--- config.mk ---
export PLATFORM = sky130hd
export DESIGN_NAME = pfl_ctrl
export DESIGN_NICKNAME = d
export VERILOG_FILES = /design/src/rtl/pfl_pkg.sv /design/src/rtl/pfl_ctrl.sv
export SDC_FILE = /design/constraint.sdc
export NUM_CORES = 1
export LEC_CHECK = 0
export BUFFER_PORTS_ARGS = -buffer_cell sky130_fd_sc_hd__buf_2
export CORE_AREA = 3 3 40 42
export DETAILED_ROUTE_END_ITERATION = 10
export DIE_AREA = 0 0 43 45
export GPL_TIMING_DRIVEN = 0
export PLACE_DENSITY = 0.5
export SLEW_MARGIN = 15
export SYNTH_ARGS = -nofsm -noshare
export SYNTH_HDL_FRONTEND = slang
export SYNTH_SLANG_ARGS = --single-unit
--- constraint.sdc ---
create_clock -name i_clk -period 2.2 [get_ports i_clk]
set_clock_uncertainty 0.05 [all_clocks]
set_input_delay 0 -clock i_clk [delete_from_list [all_inputs] [get_ports i_clk]]
set_output_delay 0 -clock i_clk [all_outputs]
set_load 0.01 [all_outputs]
--- src/rtl/pfl_pkg.sv ---
// ----------------------------------------------------------------------------
// Page frame free list package
// Field widths, command codes and the control and status bundles that pass
// between the controller and the datapath.
// ----------------------------------------------------------------------------
package pfl_pkg;

    // Default geometry of a page and of the frame index.
    localparam int PAGE_BITS_DEF  = 12;
    localparam int FRAME_BITS_DEF = 16;

    // Fixed field widths of the streams.
    localparam int CMD_W     = 3;
    localparam int ADDR_W    = 28;
    localparam int LEN_W     = 29;
    localparam int BYTES_W   = 29;
    localparam int S_TDATA_W = 88;
    localparam int M_TDATA_W = 64;

    // Command codes carried in the input tuser.
    localparam logic [CMD_W-1:0] CMD_CLEAR  = 3'd0;
    localparam logic [CMD_W-1:0] CMD_ADD    = 3'd1;
    localparam logic [CMD_W-1:0] CMD_ALLOC  = 3'd2;
    localparam logic [CMD_W-1:0] CMD_FREE   = 3'd3;
    localparam logic [CMD_W-1:0] CMD_FINISH = 3'd4;

    // Controller to datapath commands.
    typedef struct packed {
        logic exec;        // a transaction is accepted: start its command
        logic add_step;    // push the next page of the region being added
        logic alloc_done;  // link read data is ready: finish the pop
        logic load_out;    // move the result into the output register
    } t_ctrl_cmd;

    // Datapath to controller status.
    typedef struct packed {
        logic add_more;    // the region walk still has pages to push
    } t_dp_status;

endpackage

--- src/rtl/pfl_ctrl.sv ---
// ----------------------------------------------------------------------------
// Page frame free list controller
// Sequences each command through its states and owns the handshakes of both
// streams.
// ----------------------------------------------------------------------------
module pfl_ctrl (
    input  logic                        i_clk,
    input  logic                        i_rst_n,
    input  logic                        i_s_axis_tvalid,
    output logic                        o_s_axis_tready,
    input  logic [pfl_pkg::CMD_W-1:0]   i_command,
    output logic                        o_m_axis_tvalid,
    input  logic                        i_m_axis_tready,
    output pfl_pkg::t_ctrl_cmd          o_cmd,
    input  pfl_pkg::t_dp_status         i_status
);
    import pfl_pkg::*;

    localparam logic [1:0] S_IDLE  = 2'd0;
    localparam logic [1:0] S_ADD   = 2'd1;
    localparam logic [1:0] S_ALLOC = 2'd2;
    localparam logic [1:0] S_RESP  = 2'd3;

    logic [1:0] r_state;
    logic [1:0] n_state;
    logic       r_out_valid;
    logic       accept;

    // A new transaction is taken whenever no command is in progress.
    assign o_s_axis_tready = (r_state == S_IDLE);
    assign accept          = i_s_axis_tvalid && o_s_axis_tready;
    assign o_m_axis_tvalid = r_out_valid;

    // Commands to the datapath.
    always_comb begin
        o_cmd.exec       = accept;
        o_cmd.add_step   = (r_state == S_ADD) && i_status.add_more;
        o_cmd.alloc_done = (r_state == S_ALLOC);
        o_cmd.load_out   = (r_state == S_RESP) && (!r_out_valid || i_m_axis_tready);
    end

    // Next state.
    always_comb begin
        n_state = r_state;
        unique case (r_state)
            S_IDLE: begin
                if (accept) begin
                    unique case (i_command)
                        CMD_ADD:   n_state = S_ADD;
                        CMD_ALLOC: n_state = S_ALLOC;
                        default:   n_state = S_RESP;
                    endcase
                end
            end
            S_ADD: begin
                if (!i_status.add_more) begin
                    n_state = S_RESP;
                end
            end
            S_ALLOC: n_state = S_RESP;
            S_RESP: begin
                if (o_cmd.load_out) begin
                    n_state = S_IDLE;
                end
            end
            default: n_state = S_IDLE;
        endcase
    end

    // State and output valid registers.
    always_ff @(posedge i_clk) begin
        if (!i_rst_n) begin
            r_state     <= S_IDLE;
            r_out_valid <= 1'b0;
        end else begin
            r_state <= n_state;
            if (o_cmd.load_out) begin
                r_out_valid <= 1'b1;
            end else if (i_m_axis_tready) begin
                r_out_valid <= 1'b0;
            end
        end
    end

endmodule

==> metrics.yaml <==
start_util: 0.2240
ys_types: 16
gp_congestion: 0.6527
cp-start-kind: "flop"
crit_path_max_fanout: 4
syn_area_um2: 287.8
area_delta_synth_final_pct: 41.74
final_net_count: 62
r2r_end: "r_state[1]"
overflow: 0
firstDrtPassIters: 1
seq_area_frac_synth: 0.2087
core_area_mm2: 0.001285
io_pins: 14
instances_no_fill: 63
finalSetupTns_ps: 0
critPathMaxStageDelay_ps: 370
antenna_found_initial: 0
dr_total_vias: 254
die_h_um: 45
clk_pin_slew_ps: 40
end_kind: "output pin"
r2r_setup_slack_ps: 970
dp_cells: 58
powerDensity_mw_per_mm2: 1079
synthCells: 30
hold_end: "o_m_axis_tvalid"
post-route-period-util: 0.6279
wl_per_cell_um: 8.444
power_leakage_uw: 0.0002465
drt_iter0_markers: 0
crit_family: "flip-flops"
clk_latency_ps: 230
min-delay-start: "i_m_axis_tready"
drv_cap: 0
regToRegStartpoint: "r_state[1]"
post-route-util: 0.3174
hold_path.class: "in2reg"
die_x_um: 43
drc_errors: 0
worst_pin_slew_ps: 140.0
fp-row-count: 13
pre_cts_slack_ps: 959.6
critPathRequiredTime_ps: 2150
hold_violations: 0
worstPathCellList: "inv_1, ha_1, and2_1, buf_4, buf_2"
syn-num-nets: 43
fmax_ghz: 0.7239
r2r_cells: 5
rsz0062_at_grt: "false"
outcome: "finished, final reports clean"
cts_sinks: 3
setup_viol: 0
grt_max_degree: 5
setup_slack_ps: 818.7
cts_made_buffers: 3
cp_num_cells: 5
cp_data_arrival_time_ps: 1330
slowest_stage: "dfxtp_1"
avgSynthCellArea_um2: 9.593
portBuffers: 13
antenna_left: 0
wirelength_um: 532
holdPathStages: 4
critPathKind: "reg2out"
grt_usage: 0.05731
grt_pass1_vias: 218
dieArea_mm2: 0.001935
cts_root_buf: "clkbuf_4"
drv_slew: 0
drive_gt1_frac: 0.4375
synth-seq-cells: 3
cts_max_path_buffers: 2
min_period_ps: 1381
h-tree-depth: 1
nFillCells: 140
via_per_inst: 4.032
maxSlewHeadroom: 0.9040
cts_resized: 0
antenna_cells: 0
grt_first_pass_wirelength_um: 772
peakVddDrop_uv: 270.9
synth_warnings: 0
cts_tree: "built"
path_buf_inv: 3
==> Yosys cell counts <==
master,count,share of area
buf_4,1,0.026
nor2b_1,1,0.022
ha_1,5,0.22
dfxtp_1,3,0.21
nand2b_4,1,0.048
mux2i_1,2,0.070
and2_1,1,0.022
inv_1,4,0.052
nor2b_2,1,0.030
nor2_1,2,0.026
and3_4,1,0.039
a31oi_1,2,0.043
nand3b_4,1,0.070
a211oi_1,2,0.052
nand2_1,1,0.013
or3b_1,2,0.061
==> area by class of cell <==
type                            count  area (µm²)  area share
Multi-Input combinational cell     22       205.2      0.5031
Timing Repair Buffer               14       75.07      0.1840
Sequential cell                     3       60.06      0.1472
Clock buffer                        4       26.28     0.06442
Tap cell                           15       18.77     0.04601
Inverter                            4       15.01     0.03681
Buffer                              1       7.507     0.01840
==> power breakdown <==
| group | switching [µW] | internal [µW] | total [µW] |
|---|---|---|---|
| Sequential | 21.5 | 75.0 | 96.5 |
| Combinational | 123 | 126 | 249 |
| Clock | 26.9 | 67.9 | 94.8 |
| Total | 171 | 269 | 440 |
==> metal layers <==
metal  up-vias  track usage  share of wire
li1        136            -              -
met1       112      0.04306           0.40
met2         6       0.1018           0.53
met3         0      0.03187          0.075
met4         0      0.05422              0
met5         -            0              0
==> kinds of logic after synthesis <==
group / Yosys count / share of synthesized area
flops: 3 / 0.2087
mux: 2 / 0.06957
simple gates: 11 / 0.3305
compound gates: 4 / 0.09563
fa+ha+maj: 5 / 0.2174
buf+inv: 5 / 0.07826
==> state kept, by name, indices dropped and copies added, names as in the netlist <==
register         cells
r_state              2
o_m_axis_tvalid      1
==> tightest hold or removal path, cell delays in order <==
cell     delay (ps)
buf_2            90
nor2b_1          50
nor2_1          100
nor2_1           50
==> worst max-delay path by stage <==
stage                 end  slack [ps]        from
2_1_floorplan  r_state[0]         990  r_state[0]
3_3_place_gp   r_state[1]         950  r_state[0]
3_5_place_dp   r_state[1]         960  r_state[1]
4_1_cts          o_cmd[3]         790  r_state[0]
5_1_grt          o_cmd[3]         730  r_state[1]
6_report         o_cmd[3]         820  r_state[0]
==> cells in the final DEF, fill, tap and decap left out <==
cell type and instances:
dlygate4sd3_1 1, a31oi_1 2, buf_4 1, nand3b_4 1, nor2_1 2, inv_1 4, mux2i_1 2, nor2b_2 1
dfxtp_1 3, nor2b_1 1, ha_1 5, a211oi_1 2, clkbuf_4 3, clkbuf_1 1, nand2b_4 1, and2_1 1
or3b_1 2, nand2_1 1, and3_4 1, buf_2 13
==> timing repair <==
action / CTS / global route
hold endpoints to repair: 3 / 0
setup buffers: 0 / 0
hold buffers: 1 / 0
==> per-stage QoR <==
stage / hold WS (ps) / instance area [µm²] / total power (µW)
2_1_floorplan: 100.5 / 287.8 / 286.2
3_3_place_gp: 198.3 / 371.6 / 347.0
3_5_place_dp: 205.0 / 371.6 / 351.4
4_1_cts: 47.70 / 407.9 / 451.8
5_1_grt: 67.33 / 407.9 / 485.0
6_report: 56.72 / 407.9 / 440.2
Note: power is estimated with default switching activity, not from simulation.
